--- src/rtl/aekq_pkg.sv ---
`default_nettype none
package aekq_pkg;

  // FIFO geometry
  localparam int unsigned QUEUE_DEPTH = 16;
  localparam int unsigned PTR_W       = $clog2(QUEUE_DEPTH);
  localparam int unsigned CNT_W       = $clog2(QUEUE_DEPTH + 1);

  // Request modes
  localparam logic [1:0] MODE_INJECT = 2'd0;
  localparam logic [1:0] MODE_POLL   = 2'd1;
  localparam logic [1:0] MODE_PEEK   = 2'd2;
  localparam logic [1:0] MODE_CLEAR  = 2'd3;

  // Result status codes
  localparam logic [1:0] STAT_DONE  = 2'd0;
  localparam logic [1:0] STAT_EMPTY = 2'd1;
  localparam logic [1:0] STAT_FULL  = 2'd2;

  // Key kinds
  localparam logic [2:0] KIND_PLAIN = 3'd0;
  localparam logic [2:0] KIND_UP    = 3'd1;
  localparam logic [2:0] KIND_DOWN  = 3'd2;
  localparam logic [2:0] KIND_RIGHT = 3'd3;
  localparam logic [2:0] KIND_LEFT  = 3'd4;
  localparam logic [2:0] KIND_PGUP  = 3'd5;
  localparam logic [2:0] KIND_PGDN  = 3'd6;

  // Terminal characters
  localparam logic [7:0] CH_ESC      = 8'h1B;
  localparam logic [7:0] CH_LBRACKET = 8'h5B;
  localparam logic [7:0] CH_TILDE    = 8'h7E;
  localparam logic [7:0] CH_A        = 8'h41;
  localparam logic [7:0] CH_B        = 8'h42;
  localparam logic [7:0] CH_C        = 8'h43;
  localparam logic [7:0] CH_D        = 8'h44;
  localparam logic [7:0] CH_0        = 8'h30;
  localparam logic [7:0] CH_9        = 8'h39;
  localparam logic [3:0] DIGIT_PGUP  = 4'd5;
  localparam logic [3:0] DIGIT_PGDN  = 4'd6;

  typedef enum logic [1:0] {
    PS_IDLE    = 2'd0,
    PS_ESC     = 2'd1,
    PS_BRACKET = 2'd2,
    PS_DIGIT   = 2'd3
  } parse_state_t;

  // Operations handed from the parser to the queue engine
  typedef enum logic [2:0] {
    OP_NOP   = 3'd0,
    OP_PUSH  = 3'd1,
    OP_POLL  = 3'd2,
    OP_PEEK  = 3'd3,
    OP_CLEAR = 3'd4
  } op_t;

  typedef struct packed {
    logic [2:0] kind;
    logic [7:0] key;
  } event_t;

  typedef struct packed {
    op_t    op;
    event_t ev;
  } cmd_t;

  typedef struct packed {
    logic [1:0] mode;
    logic [7:0] byte_in;
  } req_t;

  typedef struct packed {
    logic [1:0] status;
    logic       pushed;
    logic [2:0] key_kind;
    logic [7:0] key_byte;
    logic [4:0] fill_level;
  } rsp_t;

endpackage
`default_nettype wire

--- src/rtl/ansi_escape_key_event_queue_core.sv ---
// Channel  Direction  Handshake             Payload
// req      in         req_valid/req_stall   aekq_pkg::req_t (mode, byte_in)
// rsp      out        rsp_valid/rsp_stall   aekq_pkg::rsp_t (status .. fill_level)
//
// One request per cycle sustained while rsp is not stalled. A request transfer
// writes its command into the two-slot command queue; the back end takes it
// from there and writes the result into the result register, which raises
// rsp_valid. The parser runs at request transfer time. rst (synchronous)
// empties queues and returns the parser to idle. A stalled rsp fills the
// command queue, after which req_stall rises.
`default_nettype none
module ansi_escape_key_event_queue_core (
  input  wire logic           clk,
  input  wire logic           rst,
  input  wire logic           req_valid,
  output logic                req_stall,
  input  wire aekq_pkg::req_t req,
  output logic                rsp_valid,
  input  wire logic           rsp_stall,
  output aekq_pkg::rsp_t      rsp
);

  aekq_pkg::cmd_t front_cmd;
  aekq_pkg::cmd_t head_cmd;
  logic           q_full;
  logic           q_head_valid;
  logic           q_pop;
  logic           take;

  assign req_stall = q_full;
  assign take      = req_valid && !q_full;

  aekq_front u_front (
    .clk  (clk),
    .rst  (rst),
    .take (take),
    .req  (req),
    .cmd  (front_cmd)
  );

  aekq_cmd_queue u_cmd_queue (
    .clk        (clk),
    .rst        (rst),
    .push       (take),
    .push_cmd   (front_cmd),
    .full       (q_full),
    .pop        (q_pop),
    .head_valid (q_head_valid),
    .head_cmd   (head_cmd)
  );

  aekq_back u_back (
    .clk       (clk),
    .rst       (rst),
    .cmd_valid (q_head_valid),
    .cmd       (head_cmd),
    .cmd_pop   (q_pop),
    .rsp_valid (rsp_valid),
    .rsp_stall (rsp_stall),
    .rsp       (rsp)
  );

endmodule
`default_nettype wire

--- src/rtl/aekq_front.sv ---
`default_nettype none
module aekq_front (
  input  wire logic          clk,
  input  wire logic          rst,
  input  wire logic          take,
  input  wire aekq_pkg::req_t req,
  output aekq_pkg::cmd_t     cmd
);

  aekq_pkg::parse_state_t state, state_next;
  logic [3:0]             held_digit, held_digit_next;

  logic is_digit;
  assign is_digit = (req.byte_in >= aekq_pkg::CH_0) && (req.byte_in <= aekq_pkg::CH_9);

  // Parser state; only moves on a transfer
  always_ff @(posedge clk) begin
    if (rst) begin
      state      <= aekq_pkg::PS_IDLE;
      held_digit <= 4'd0;
    end else if (take) begin
      state      <= state_next;
      held_digit <= held_digit_next;
    end
  end

  // Next state
  always_comb begin
    state_next      = state;
    held_digit_next = held_digit;
    if (req.mode == aekq_pkg::MODE_INJECT) begin
      unique case (state)
        aekq_pkg::PS_IDLE: begin
          state_next = (req.byte_in == aekq_pkg::CH_ESC) ? aekq_pkg::PS_ESC
                                                         : aekq_pkg::PS_IDLE;
        end
        aekq_pkg::PS_ESC: begin
          priority if (req.byte_in == aekq_pkg::CH_LBRACKET) state_next = aekq_pkg::PS_BRACKET;
          else if (req.byte_in == aekq_pkg::CH_ESC)          state_next = aekq_pkg::PS_ESC;
          else                                                state_next = aekq_pkg::PS_IDLE;
        end
        aekq_pkg::PS_BRACKET: begin
          if (is_digit) begin
            state_next      = aekq_pkg::PS_DIGIT;
            held_digit_next = req.byte_in[3:0];
          end else begin
            state_next = aekq_pkg::PS_IDLE;
          end
        end
        aekq_pkg::PS_DIGIT: begin
          state_next = aekq_pkg::PS_IDLE;
        end
        default: state_next = aekq_pkg::PS_IDLE;
      endcase
    end
  end

  // Command for the back end
  always_comb begin
    cmd.op      = aekq_pkg::OP_NOP;
    cmd.ev.kind = aekq_pkg::KIND_PLAIN;
    cmd.ev.key  = 8'd0;
    unique case (req.mode)
      aekq_pkg::MODE_INJECT: begin
        unique case (state)
          aekq_pkg::PS_IDLE: begin
            cmd.op     = aekq_pkg::OP_PUSH;
            cmd.ev.key = req.byte_in;
          end
          aekq_pkg::PS_ESC: begin
            if (req.byte_in != aekq_pkg::CH_LBRACKET) begin
              cmd.op     = aekq_pkg::OP_PUSH;
              cmd.ev.key = req.byte_in;
            end
          end
          aekq_pkg::PS_BRACKET: begin
            priority case (req.byte_in)
              aekq_pkg::CH_A: begin
                cmd.op = aekq_pkg::OP_PUSH; cmd.ev.kind = aekq_pkg::KIND_UP;
              end
              aekq_pkg::CH_B: begin
                cmd.op = aekq_pkg::OP_PUSH; cmd.ev.kind = aekq_pkg::KIND_DOWN;
              end
              aekq_pkg::CH_C: begin
                cmd.op = aekq_pkg::OP_PUSH; cmd.ev.kind = aekq_pkg::KIND_RIGHT;
              end
              aekq_pkg::CH_D: begin
                cmd.op = aekq_pkg::OP_PUSH; cmd.ev.kind = aekq_pkg::KIND_LEFT;
              end
              default: cmd.op = aekq_pkg::OP_NOP;
            endcase
          end
          aekq_pkg::PS_DIGIT: begin
            if (req.byte_in == aekq_pkg::CH_TILDE) begin
              if (held_digit == aekq_pkg::DIGIT_PGUP) begin
                cmd.op = aekq_pkg::OP_PUSH; cmd.ev.kind = aekq_pkg::KIND_PGUP;
              end else if (held_digit == aekq_pkg::DIGIT_PGDN) begin
                cmd.op = aekq_pkg::OP_PUSH; cmd.ev.kind = aekq_pkg::KIND_PGDN;
              end
            end
          end
          default: cmd.op = aekq_pkg::OP_NOP;
        endcase
      end
      aekq_pkg::MODE_POLL:  cmd.op = aekq_pkg::OP_POLL;
      aekq_pkg::MODE_PEEK:  cmd.op = aekq_pkg::OP_PEEK;
      aekq_pkg::MODE_CLEAR: cmd.op = aekq_pkg::OP_CLEAR;
      default:              cmd.op = aekq_pkg::OP_NOP;
    endcase
  end

endmodule
`default_nettype wire

--- src/rtl/aekq_cmd_queue.sv ---
`default_nettype none
module aekq_cmd_queue (
  input  wire logic           clk,
  input  wire logic           rst,
  input  wire logic           push,
  input  wire aekq_pkg::cmd_t push_cmd,
  output logic                full,
  input  wire logic           pop,
  output logic                head_valid,
  output aekq_pkg::cmd_t      head_cmd
);

  // Two-slot queue between parser and queue engine
  aekq_pkg::cmd_t slot [2];
  logic           wr_ptr, rd_ptr;
  logic [1:0]     count;

  assign full       = (count == 2'd2);
  assign head_valid = (count != 2'd0);
  assign head_cmd   = slot[rd_ptr];

  always_ff @(posedge clk) begin
    if (push) begin
      slot[wr_ptr] <= push_cmd;
    end
  end

  always_ff @(posedge clk) begin
    if (rst) begin
      wr_ptr <= 1'b0;
      rd_ptr <= 1'b0;
      count  <= 2'd0;
    end else begin
      if (push) wr_ptr <= ~wr_ptr;
      if (pop)  rd_ptr <= ~rd_ptr;
      unique case ({push, pop})
        2'b10:   count <= count + 2'd1;
        2'b01:   count <= count - 2'd1;
        default: count <= count;
      endcase
    end
  end

endmodule
`default_nettype wire

--- src/rtl/aekq_back.sv ---
`default_nettype none
module aekq_back (
  input  wire logic           clk,
  input  wire logic           rst,
  input  wire logic           cmd_valid,
  input  wire aekq_pkg::cmd_t cmd,
  output logic                cmd_pop,
  output logic                rsp_valid,
  input  wire logic           rsp_stall,
  output aekq_pkg::rsp_t      rsp
);

  aekq_pkg::event_t                store [aekq_pkg::QUEUE_DEPTH];
  logic [aekq_pkg::PTR_W-1:0]      rd_ptr, rd_ptr_next;
  logic [aekq_pkg::PTR_W-1:0]      wr_ptr, wr_ptr_next;
  logic [aekq_pkg::CNT_W-1:0]      count, count_next;
  logic                            store_we;
  aekq_pkg::event_t                head;
  aekq_pkg::rsp_t                  result;
  logic                            fire;

  localparam logic [aekq_pkg::PTR_W-1:0] PTR_LAST = aekq_pkg::PTR_W'(aekq_pkg::QUEUE_DEPTH - 1);
  localparam logic [aekq_pkg::CNT_W-1:0] CNT_FULL = aekq_pkg::CNT_W'(aekq_pkg::QUEUE_DEPTH);

  // Work on a command whenever the result register is free or draining
  assign fire    = cmd_valid && (!rsp_valid || !rsp_stall);
  assign cmd_pop = fire;

  // Carry out one command
  always_comb begin
    rd_ptr_next = rd_ptr;
    wr_ptr_next = wr_ptr;
    count_next  = count;
    store_we    = 1'b0;
    result      = '0;
    unique case (cmd.op)
      aekq_pkg::OP_PUSH: begin
        if (count == CNT_FULL) begin
          result.status = aekq_pkg::STAT_FULL;
        end else begin
          store_we      = 1'b1;
          wr_ptr_next   = (wr_ptr == PTR_LAST) ? '0 : wr_ptr + 1'b1;
          count_next    = count + 1'b1;
          result.pushed = 1'b1;
        end
      end
      aekq_pkg::OP_POLL, aekq_pkg::OP_PEEK: begin
        if (count == '0) begin
          result.status = aekq_pkg::STAT_EMPTY;
        end else begin
          result.key_kind = head.kind;
          result.key_byte = (head.kind == aekq_pkg::KIND_PLAIN) ? head.key : 8'd0;
          if (cmd.op == aekq_pkg::OP_POLL) begin
            rd_ptr_next = (rd_ptr == PTR_LAST) ? '0 : rd_ptr + 1'b1;
            count_next  = count - 1'b1;
          end
        end
      end
      aekq_pkg::OP_CLEAR: begin
        rd_ptr_next = '0;
        wr_ptr_next = '0;
        count_next  = '0;
      end
      default: result.status = aekq_pkg::STAT_DONE;
    endcase
    result.fill_level = 5'(count_next);
  end

  // Event store
  always_ff @(posedge clk) begin
    if (fire && store_we) begin
      store[wr_ptr] <= cmd.ev;
    end
  end

  // Head entry, read ahead at the next read pointer; a push into an empty
  // store lands straight in the head
  always_ff @(posedge clk) begin
    if (fire) begin
      if (store_we && (wr_ptr == rd_ptr_next)) begin
        head <= cmd.ev;
      end else begin
        head <= store[rd_ptr_next];
      end
    end
  end

  // Pointers and fill count
  always_ff @(posedge clk) begin
    if (rst) begin
      rd_ptr <= '0;
      wr_ptr <= '0;
      count  <= '0;
    end else if (fire) begin
      rd_ptr <= rd_ptr_next;
      wr_ptr <= wr_ptr_next;
      count  <= count_next;
    end
  end

  // Result register
  always_ff @(posedge clk) begin
    if (rst) begin
      rsp_valid <= 1'b0;
    end else if (fire) begin
      rsp_valid <= 1'b1;
    end else if (!rsp_stall) begin
      rsp_valid <= 1'b0;
    end
  end

  always_ff @(posedge clk) begin
    if (fire) begin
      rsp <= result;
    end
  end

endmodule
`default_nettype wire
--- config.mk ---
export PLATFORM = sky130hd
export DESIGN_NAME = ansi_escape_key_event_queue_core
export DESIGN_NICKNAME = d
export VERILOG_FILES = /design/src/rtl/aekq_pkg.sv /design/src/rtl/ansi_escape_key_event_queue_core.sv /design/src/rtl/aekq_front.sv /design/src/rtl/aekq_cmd_queue.sv /design/src/rtl/aekq_back.sv
export SDC_FILE = /design/constraint.sdc
export NUM_CORES = 1
export LEC_CHECK = 0
export ABC_AREA = 1
export BUFFER_PORTS_ARGS = -buffer_cell sky130_fd_sc_hd__buf_4
export CAP_MARGIN = 20
export CORE_MARGIN = 2
export CORE_UTILIZATION = 23
export DETAILED_ROUTE_END_ITERATION = 8
export HOLD_SLACK_MARGIN = 0.12
export SETUP_SLACK_MARGIN = 0.02
export SKIP_CTS_REPAIR_TIMING = 1
export SYNTH_ARGS = -nofsm -noshare
export SYNTH_HDL_FRONTEND = slang
export SYNTH_HIERARCHICAL = 1
export SYNTH_SLANG_ARGS = --single-unit
--- constraint.sdc ---
create_clock -name clk -period 2.9 [get_ports clk]
set_input_delay 0.58 -clock clk [delete_from_list [all_inputs] [get_ports clk]]
set_output_delay 0.58 -clock clk [all_outputs]
set_load 0.01 [all_outputs]
==> results of run 1 <==
[stage by stage]
stage / cell area (µm²) / utilization
floorplan: 12200 / -
global placement: 13400 / 0.256
detailed placement: 13400 / 0.256
CTS: 14400 / 0.273
global route: 14400 / 0.274
finish: 14400 / 0.274
[per-layer routing]
metal / up-vias / GRT usage / wire length (µm)
li1: 4199 / - / -
met2: 261 / 0.181 / 14700
met3: 49 / 0.0202 / 2010
met4: 0 / 0.0354 / 791
met5: - / 0 / 0
met1: 4240 / 0.152 / 13500
[cell usage in the layout, fill, tap and decap left out, types with 4 or more instances in the layout]
master / instances
sky130_fd_sc_hd__clkbuf_16: 29
sky130_fd_sc_hd__nand2_2: 7
sky130_fd_sc_hd__inv_2: 9
sky130_fd_sc_hd__o221ai_1: 4
sky130_fd_sc_hd__xor2_1: 5
sky130_fd_sc_hd__ha_1: 12
sky130_fd_sc_hd__clkbuf_1: 4
sky130_fd_sc_hd__dfxtp_1: 24
sky130_fd_sc_hd__o21ai_0: 10
sky130_fd_sc_hd__nand3_1: 178
sky130_fd_sc_hd__buf_12: 9
sky130_fd_sc_hd__mux2_2: 14
sky130_fd_sc_hd__o21ai_2: 4
sky130_fd_sc_hd__clkinv_1: 5
sky130_fd_sc_hd__inv_1: 240
sky130_fd_sc_hd__nand4_1: 85
sky130_fd_sc_hd__o21ai_1: 6
sky130_fd_sc_hd__buf_4: 66
sky130_fd_sc_hd__nor3_1: 7
sky130_fd_sc_hd__a21oi_1: 22
sky130_fd_sc_hd__nor2_2: 6
sky130_fd_sc_hd__clkinv_2: 4
sky130_fd_sc_hd__edfxtp_1: 234
sky130_fd_sc_hd__nand2_1: 199
sky130_fd_sc_hd__nor2_1: 72
[sequential cells by signal, summed over array words and instances, names as in the netlist, 2 cells and up, named ones only]
name,count
u_back/count,5
u_back/head,11
u_back/rd_ptr,4
u_back/rsp,19
u_back/store,176
u_back/wr_ptr,4
u_cmd_queue/count,2
u_cmd_queue/slot,28
u_front/held_digit,4
u_front/state,2
[power by group]
group	internal (W)	total (W)	switching (W)
clock	0.00207	0.00359	0.00152
combinational	0.00171	0.00541	0.00370
sequential	0.00486	0.00508	0.000221
total	0.00864	0.0141	0.00544
[cell type report]
cell class	instances	area, µm²	share of cell area
Clock buffer	35	768	0.0533
Clock inverter	19	165	0.0115
Inverter	249	935	0.0649
Multi-Input combinational cell	656	3440	0.239
Sequential cell	259	7530	0.523
Tap cell	688	861	0.0598
Timing Repair Buffer	77	702	0.0487
[worst max-delay path, stage by stage, from the launching register on]
cell and delay [ns]:
sky130_fd_sc_hd__dfxtp_2 0.35, sky130_fd_sc_hd__mux2_2 0.36, sky130_fd_sc_hd__inv_1 0.10, sky130_fd_sc_hd__nand2_2 0.14
sky130_fd_sc_hd__nor2_8 0.19, sky130_fd_sc_hd__nand2_4 0.10, sky130_fd_sc_hd__nand2_4 0.10, sky130_fd_sc_hd__nand3_4 0.10
sky130_fd_sc_hd__buf_12 0.19, sky130_fd_sc_hd__inv_1 0.09, sky130_fd_sc_hd__buf_4 0.16, sky130_fd_sc_hd__nand2_1 0.06
sky130_fd_sc_hd__nand3_1 0.08, sky130_fd_sc_hd__nand3_1 0.16, sky130_fd_sc_hd__nand3_1 0.11, sky130_fd_sc_hd__nand2_1 0.05
sky130_fd_sc_hd__nand2_1 0.06, sky130_fd_sc_hd__nand2_1 0.06
[kinds of logic after synthesis]
logic type      Yosys count  share of synthesized area
simple gates            571                      0.226
buf+inv                 307                      0.101
flops                   259                      0.617
compound gates           52                     0.0250
mux                      14                     0.0129
fa+ha+maj                12                     0.0123
xor+xnor                  7                    0.00503
[worst min-delay path by stage]
stage	end	cells past startpoint	startpoint	slack (ns)
floorplan	u_front/held_digit[3]	2	u_front/held_digit[3]	0.42
global placement	u_front/held_digit[3]	2	u_front/held_digit[3]	0.44
detailed placement	u_front/held_digit[3]	2	u_front/held_digit[3]	0.44
CTS	u_back/rsp_valid	3	rsp_stall	0.31
global route	u_back/rsp_valid	3	rsp_stall	0.33
finish	u_back/rsp_valid	3	rsp_stall	0.33
==> impl_table.tex, run 1 <==
\begin{tabular}{lr}
\hline
Metric & Value \\
\hline
\multicolumn{2}{l}{\textbf{Synthesis}} \\
\quad Number of enable-type register cells in the synthesized netlist & 234 \\
\quad Cell variety after synth & 39 \\
\quad Portion of the post-synthesis area used by sequential elements & 0.617 \\
\quad Top cells by area in the synthesized netlist & sky130\_fd\_sc\_hd\_\_edfxtp\_1 (58\%), sky130\_fd\_sc\_hd\_\_inv\_1 (7.4\%), sky130\_fd\_sc\_hd\_\_nand3\_1 (7.3\%) \\
\quad Post-synthesis cell type with the largest combined area & sky130\_fd\_sc\_hd\_\_edfxtp\_1 \\
\quad Post-Synthesis Net Count & 1248 \\
\quad Cell area after synthesis & about 12000 µm² \\
\quad Predominant post-synthesis flop cell & sky130\_fd\_sc\_hd\_\_edfxtp\_1 \\
\quad Fraction of post-synthesis cell area in the top cell type by area & 0.576 \\
\quad Post-synthesis sequential element count & $\sim$260 \\
\quad Warnings from Yosys & 6 \\
\quad Cell with the most instances after synthesis & sky130\_fd\_sc\_hd\_\_inv\_1 \\
\quad Post-Syn Instances & 1222 \\
\quad Commonest cells in the netlist & sky130\_fd\_sc\_hd\_\_inv\_1 (240), sky130\_fd\_sc\_hd\_\_edfxtp\_1 (234), sky130\_fd\_sc\_hd\_\_nand2\_1 (200) \\
\quad Synthesized area per cell & approximately 10 µm² \\
\quad Share of synthesized registers carrying an async set or reset & 0 \\
\multicolumn{2}{l}{\textbf{GRT}} \\
\quad First-pass GRT wire length & about 48000 µm \\
\quad Leftover overflow at the end of global routing & 0 \\
\quad Global router's overall resource usage & 0.112 \\
\quad Number of antenna violations at the first check in global routing & 0 \\
\quad Number of global-route vias before repair & approximately 8200 \\
\quad Maximum number of pins on one net before global-route repair & 78 \\
\multicolumn{2}{l}{\textbf{Floorplan}} \\
\quad Core region area & 52600 µm² \\
\quad Overall die area & between 50000 and 60000 µm² \\
\quad Initial core utilization & 0.232 \\
\quad Row Count & 84 \\
\quad Top-Level Pins & 35 \\
\quad Die H & between 200 and 250 µm \\
\quad Horizontal die dimension & 234 µm \\
\multicolumn{2}{l}{\textbf{Setup path}} \\
\quad Sort of element at the end of the critical path & register \\
\quad Reg-to-Reg End & u\_back/head[9] \\
\quad Crit Path Max Fanout & 30 \\
\quad End point of the critical path & u\_back/head[9] \\
\quad Critical path type & reg2reg \\
\quad Slack of the worst reg-to-reg path & roughly 0.17 ns \\
\quad Data arrival time at the worst-slack endpoint & a little over 3 ns \\
\quad Data required time of the critical path & $\sim$3.2 ns \\
\quad Startpoint kind of the worst setup timing path & register \\
\quad R2R depth & 17 \\
\multicolumn{2}{l}{\textbf{STA}} \\
\quad Count of final hold-check violations & 0 \\
\quad Maximum clock skew at final layout & 0.0139 ns \\
\quad Final setup fails & 0 \\
\quad Slew Viols, Final & 0 \\
\quad Fin Setup TNS & 0 ns \\
\quad Hold slack final & around 0.33 ns \\
\quad Shortest period the worst path allows & 2.73 ns \\
\quad Worst rel slew slack & 0.597 \\
\quad Final setup slack of the worst path & about 0.17 ns \\
\quad Max Fclk & about 0.37 GHz \\
\quad Unrepaired setup endpoints after global routing & false \\
\quad Final Cycle Share & 0.941 \\
\quad Worst-margin pin slew & $\sim$0.60 ns \\
\multicolumn{2}{l}{\textbf{Placement}} \\
\quad Pre-CTS worst setup slack & 0.108 ns \\
\quad Placed wire-length estimate & between 15000 and 20000 µm \\
\quad Placed Instances & about 1900 \\
\quad Port-buffer cells & 34 \\
\quad Final weighted congestion in routability-driven placement & roughly 0.80 \\
\multicolumn{2}{l}{\textbf{Clocking}} \\
\quad H-Tree Level Count & 1 \\
\quad Clock Tree Buf Depth & 3 \\
\quad Root Buffer Master & sky130\_fd\_sc\_hd\_\_clkbuf\_16 \\
\quad Clock Sinks & roughly 260 \\
\quad Number of buffers added by the clock tree synthesis step & 29 \\
\quad CTS tree & done \\
\quad Register clock-pin slew on the reported worst setup and hold paths & around 0.070 ns \\
\quad Clock latency on the worst-skew pair & 0.55 ns \\
\multicolumn{2}{l}{\textbf{Route}} \\
\quad Via density per instance & about 4.4 \\
\quad Antenna Nets Post-Route & 0 \\
\quad Detailed Route Iter0 Violations & 877 \\
\quad Routed wire length & between 30000 and 40000 µm \\
\quad Pre-antenna DRT Iters & 5 \\
\quad Total DRC errors in the routed layout & 0 \\
\quad Total number of vias & slightly below 9000 \\
\quad Detailed-route wire length per cell & approximately 16 µm \\
\multicolumn{2}{l}{\textbf{Layout}} \\
\quad Count of placed standard cells in the final layout, fillers left out & just under 2000 \\
\quad Synthesis-to-layout area growth & 18.1\% \\
\quad Share of cells above drive strength 1 & 0.138 \\
\quad Diode count & 0 \\
\quad Total Nets Final & between 1000 and 1500 \\
\quad Filler cells & roughly 5500 \\
\multicolumn{2}{l}{\textbf{Run}} \\
\quad Count of maximum capacitance violations & 0 \\
\multicolumn{2}{l}{\textbf{Worst hold path}} \\
\quad Class of the most critical hold timing path & in2reg \\
\multicolumn{2}{l}{\textbf{Power}} \\
\quad Power per Cell Area & just under 1000 nW/µm² \\
\quad Static Leak & 6.00 nW \\
\quad Tot Pwr & 0.0141 W \\
\quad Peak supply drop & between 0.5 and 0.6 mV \\
\multicolumn{2}{l}{\textbf{Outcome}} \\
\quad Run status & completed \\
\hline
\end{tabular}
Note: power is estimated with default switching activity, not from simulation.
==> inputs of run 2 (changes only) <==
- clock period: 2.9 -> 2.6 ns (I/O delays scaled with it)
==> run 2 against run 1 <==
Against the previous run: clock skew up 0.0024 ns; global-route usage increased by 0.17 points; clock power up 8.9%; non-clock buffer count grew 39; combinational power up 25%; fmax increased by 8.0%; worst hold slack worse by 0.049 ns; worst setup slack lost 0.099 ns; die area stayed put; power grew 16%; final cell count is 1.7% higher; final area is 3.2% higher.
==> impl_table.tex, run 2 (same netlist as run 1, synthesis figures left out) <==
\begin{tabular}{lr}
\hline
Metric & Value \\
\hline
\multicolumn{2}{l}{\textbf{Outcome}} \\
\quad Run status & completed \\
\multicolumn{2}{l}{\textbf{Route}} \\
\quad Total number of vias & 8925 (+2.0\%) \\
\quad Antenna Nets Post-Route & 0 (unchanged) \\
\quad Via density per instance & 4.43 (+0.34\%) \\
\quad Pre-antenna DRT Iters & 6 (+1) \\
\quad Detailed Route Iter0 Violations & 882 (+0.57\%) \\
\quad Routed wire length & 31900 µm (+3.1\%) \\
\quad Detailed-route wire length per cell & 15.8 µm (+1.4\%) \\
\quad Total DRC errors in the routed layout & 0 (unchanged) \\
\multicolumn{2}{l}{\textbf{Clocking}} \\
\quad Clock Sinks & 259 (unchanged) \\
\quad Clock latency on the worst-skew pair & 0.55 ns (about the same) \\
\quad CTS tree & done \\
\quad Number of buffers added by the clock tree synthesis step & 28 (-3.4\%) \\
\quad Root Buffer Master & sky130\_fd\_sc\_hd\_\_clkbuf\_16 \\
\quad Clock Tree Buf Depth & 3 (unchanged) \\
\quad Register clock-pin slew on the reported worst setup and hold paths & 0.06 ns (about the same) \\
\quad H-Tree Level Count & 1 (unchanged) \\
\multicolumn{2}{l}{\textbf{STA}} \\
\quad Worst-margin pin slew & 0.591 ns (-0.0123 ns) \\
\quad Worst rel slew slack & 0.605 (+0.00824) \\
\quad Final setup slack of the worst path & 0.0730 ns (-0.0986 ns) \\
\quad Final setup fails & 0 (unchanged) \\
\quad Max Fclk & 0.396 GHz (+8.0\%) \\
\quad Count of final hold-check violations & 0 (unchanged) \\
\quad Fin Setup TNS & 0 ns (unchanged) \\
\quad Final Cycle Share & 0.972 (+0.0311) \\
\quad Maximum clock skew at final layout & 0.0163 ns (+0.00241 ns) \\
\quad Slew Viols, Final & 0 (unchanged) \\
\quad Shortest period the worst path allows & 2.53 ns (-0.201 ns) \\
\quad Unrepaired setup endpoints after global routing & true \\
\multicolumn{2}{l}{\textbf{Layout}} \\
\quad Filler cells & 5501 (+0.40\%) \\
\quad Share of cells above drive strength 1 & 0.171 (+0.0327) \\
\quad Total Nets Final & 1336 (+2.9\%) \\
\quad Flip-flop count of the largest register, all copies and words added & 176 (unchanged) \\
\quad Area occupied by multi-input gates & 3550 µm² (+3.0\%) \\
\quad Diode count & 0 (unchanged) \\
\quad Synthesis-to-layout area growth & 21.9\% \\
\quad Leading cell types in the layout, fill and taps excluded & sky130\_fd\_sc\_hd\_\_inv\_1 (236), sky130\_fd\_sc\_hd\_\_edfxtp\_1 (234), sky130\_fd\_sc\_hd\_\_nand2\_1 (198), sky130\_fd\_sc\_hd\_\_nand3\_1 (168), sky130\_fd\_sc\_hd\_\_buf\_4 (96) \\
\quad Most frequent standard cell in the layout excluding fill and tap cells & sky130\_fd\_sc\_hd\_\_inv\_1 \\
\quad Flip-flop and latch area & 7530 µm² (about the same) \\
\quad Largest registers & u\_back/store (176), u\_cmd\_queue/slot (28), u\_back/rsp (19) \\
\quad Register with the most flip-flops & u\_back/store \\
\multicolumn{2}{l}{\textbf{Power}} \\
\quad Power per Cell Area & 1100 nW/µm² (+12\%) \\
\quad Static Leak & 6.26 nW (+4.2\%) \\
\quad Peak supply drop & 0.512 mV (-7.0\%) \\
\quad Tot Pwr & 0.0163 W (+16\%) \\
\multicolumn{2}{l}{\textbf{Floorplan}} \\
\quad Horizontal die dimension & 234 µm (unchanged) \\
\quad Initial core utilization & 0.232 (unchanged) \\
\quad Die H & 234 µm (unchanged) \\
\quad Row Count & 84 (unchanged) \\
\quad Top-Level Pins & 35 (unchanged) \\
\quad Core region area & 52600 µm² (unchanged) \\
\quad Overall die area & 54900 µm² (unchanged) \\
\multicolumn{2}{l}{\textbf{Setup path}} \\
\quad Crit Path Max Fanout & 22 (-27\%) \\
\quad Data arrival time at the worst-slack endpoint & 2.94 ns (-0.09 ns) \\
\quad Critical path type & reg2reg \\
\quad Slack of the worst reg-to-reg path & 0.07 ns (-0.10 ns) \\
\quad Data required time of the critical path & 3.01 ns (-0.20 ns) \\
\quad Reg-to-Reg End & u\_back/head[1] \\
\quad End point of the critical path & u\_back/head[1] \\
\quad Startpoint kind of the worst setup timing path & register \\
\quad R2R depth & 16 (-1) \\
\quad Sort of element at the end of the critical path & register \\
\multicolumn{2}{l}{\textbf{GRT}} \\
\quad Leftover overflow at the end of global routing & 0 (unchanged) \\
\quad Number of antenna violations at the first check in global routing & 0 (unchanged) \\
\quad Number of global-route vias before repair & 8595 (+4.5\%) \\
\quad First-pass GRT wire length & 48800 µm (+1.4\%) \\
\quad Maximum number of pins on one net before global-route repair & 52 (-33\%) \\
\quad Global router's overall resource usage & 0.114 (+0.00170) \\
\multicolumn{2}{l}{\textbf{Placement}} \\
\quad Final weighted congestion in routability-driven placement & 0.861 (+7.2\%) \\
\quad Port-buffer cells & 34 (unchanged) \\
\quad Placed wire-length estimate & 20300 µm (+6.0\%) \\
\quad Pre-CTS worst setup slack & -0.0988 ns (-0.207 ns) \\
\multicolumn{2}{l}{\textbf{Run}} \\
\quad Count of maximum capacitance violations & 0 (unchanged) \\
\multicolumn{2}{l}{\textbf{Worst hold path}} \\
\quad Class of the most critical hold timing path & in2reg \\
\quad Hold depth & 3 (unchanged) \\
\quad Worst Min Path Start & rsp\_stall \\
\hline
\end{tabular}
## run 2: changes by cell type in the layout (fill, tap and decap cells not counted), sizes merged
cell      change
inv           -4
clkinvlp      -2
clkinv        -4
clkbuf        +5
buf          +37
bufinv        +1
## run 2: worst min-delay path by stage
| stage | slack [ns] | endpoint |
|---|---|---|
| global placement | 0.43 | u_front/held_digit[3] |
| CTS | 0.26 | u_back/rsp_valid |
| finish | 0.28 | u_back/rsp_valid |
| detailed placement | 0.45 | u_front/held_digit[2] |
| global route | 0.27 | u_back/rsp_valid |
| floorplan | 0.42 | u_front/held_digit[3] |
## run 2: through the flow
stage               hold slack [ns]  cells  instance area [µm²]  utilization
global placement              0.435   1953                13700        0.260
global route                  0.272   2016                14900        0.283
detailed placement            0.453   1953                13700        0.260
floorplan                     0.424   1222                12200            -
CTS                           0.257   2001                14600        0.277
finish                        0.277   2016                14900        0.283
## run 2: per-layer routing
layer | share of wire | global-route usage
met1 | 0.43 | 0.153
met2 | 0.47 | 0.185
met3 | 0.074 | 0.0187
met4 | 0.023 | 0.0375
met5 | 0 | 0
## run 2: power by group
part / leakage [nW] / switching, W / total [W] / internal, W
Sequential: 2.36 / 0.000243 / 0.00567 / 0.00542
Combinational: 3.46 / 0.00431 / 0.00676 / 0.00245
Clock: 0.439 / 0.00156 / 0.00391 / 0.00234
## run 2: layout make-up
class | instances | share of cell area
timing repair buffer | 116 | 0.0737
clock buffer | 38 | 0.0517
tap | 688 | 0.0579
multi-input combinational | 656 | 0.239
inverter | 249 | 0.0634
sequential | 259 | 0.506
clock inverter | 10 | 0.00825
## run 2: critical path: stages (launching register included)
cell	delay, ns
sky130_fd_sc_hd__dfxtp_4	0.37
sky130_fd_sc_hd__mux2_4	0.32
sky130_fd_sc_hd__inv_4	0.08
sky130_fd_sc_hd__nand2_4	0.07
sky130_fd_sc_hd__nor2_8	0.17
sky130_fd_sc_hd__nand2_4	0.10
sky130_fd_sc_hd__nand2_4	0.11
sky130_fd_sc_hd__nand3_4	0.13
sky130_fd_sc_hd__buf_4	0.18
sky130_fd_sc_hd__clkbuf_16	0.19
sky130_fd_sc_hd__nand2_1	0.07
sky130_fd_sc_hd__nand3_1	0.15
sky130_fd_sc_hd__nand3_1	0.15
sky130_fd_sc_hd__nand3_1	0.10
sky130_fd_sc_hd__nand2_1	0.09
sky130_fd_sc_hd__nand2_1	0.05
sky130_fd_sc_hd__nand2_1	0.06
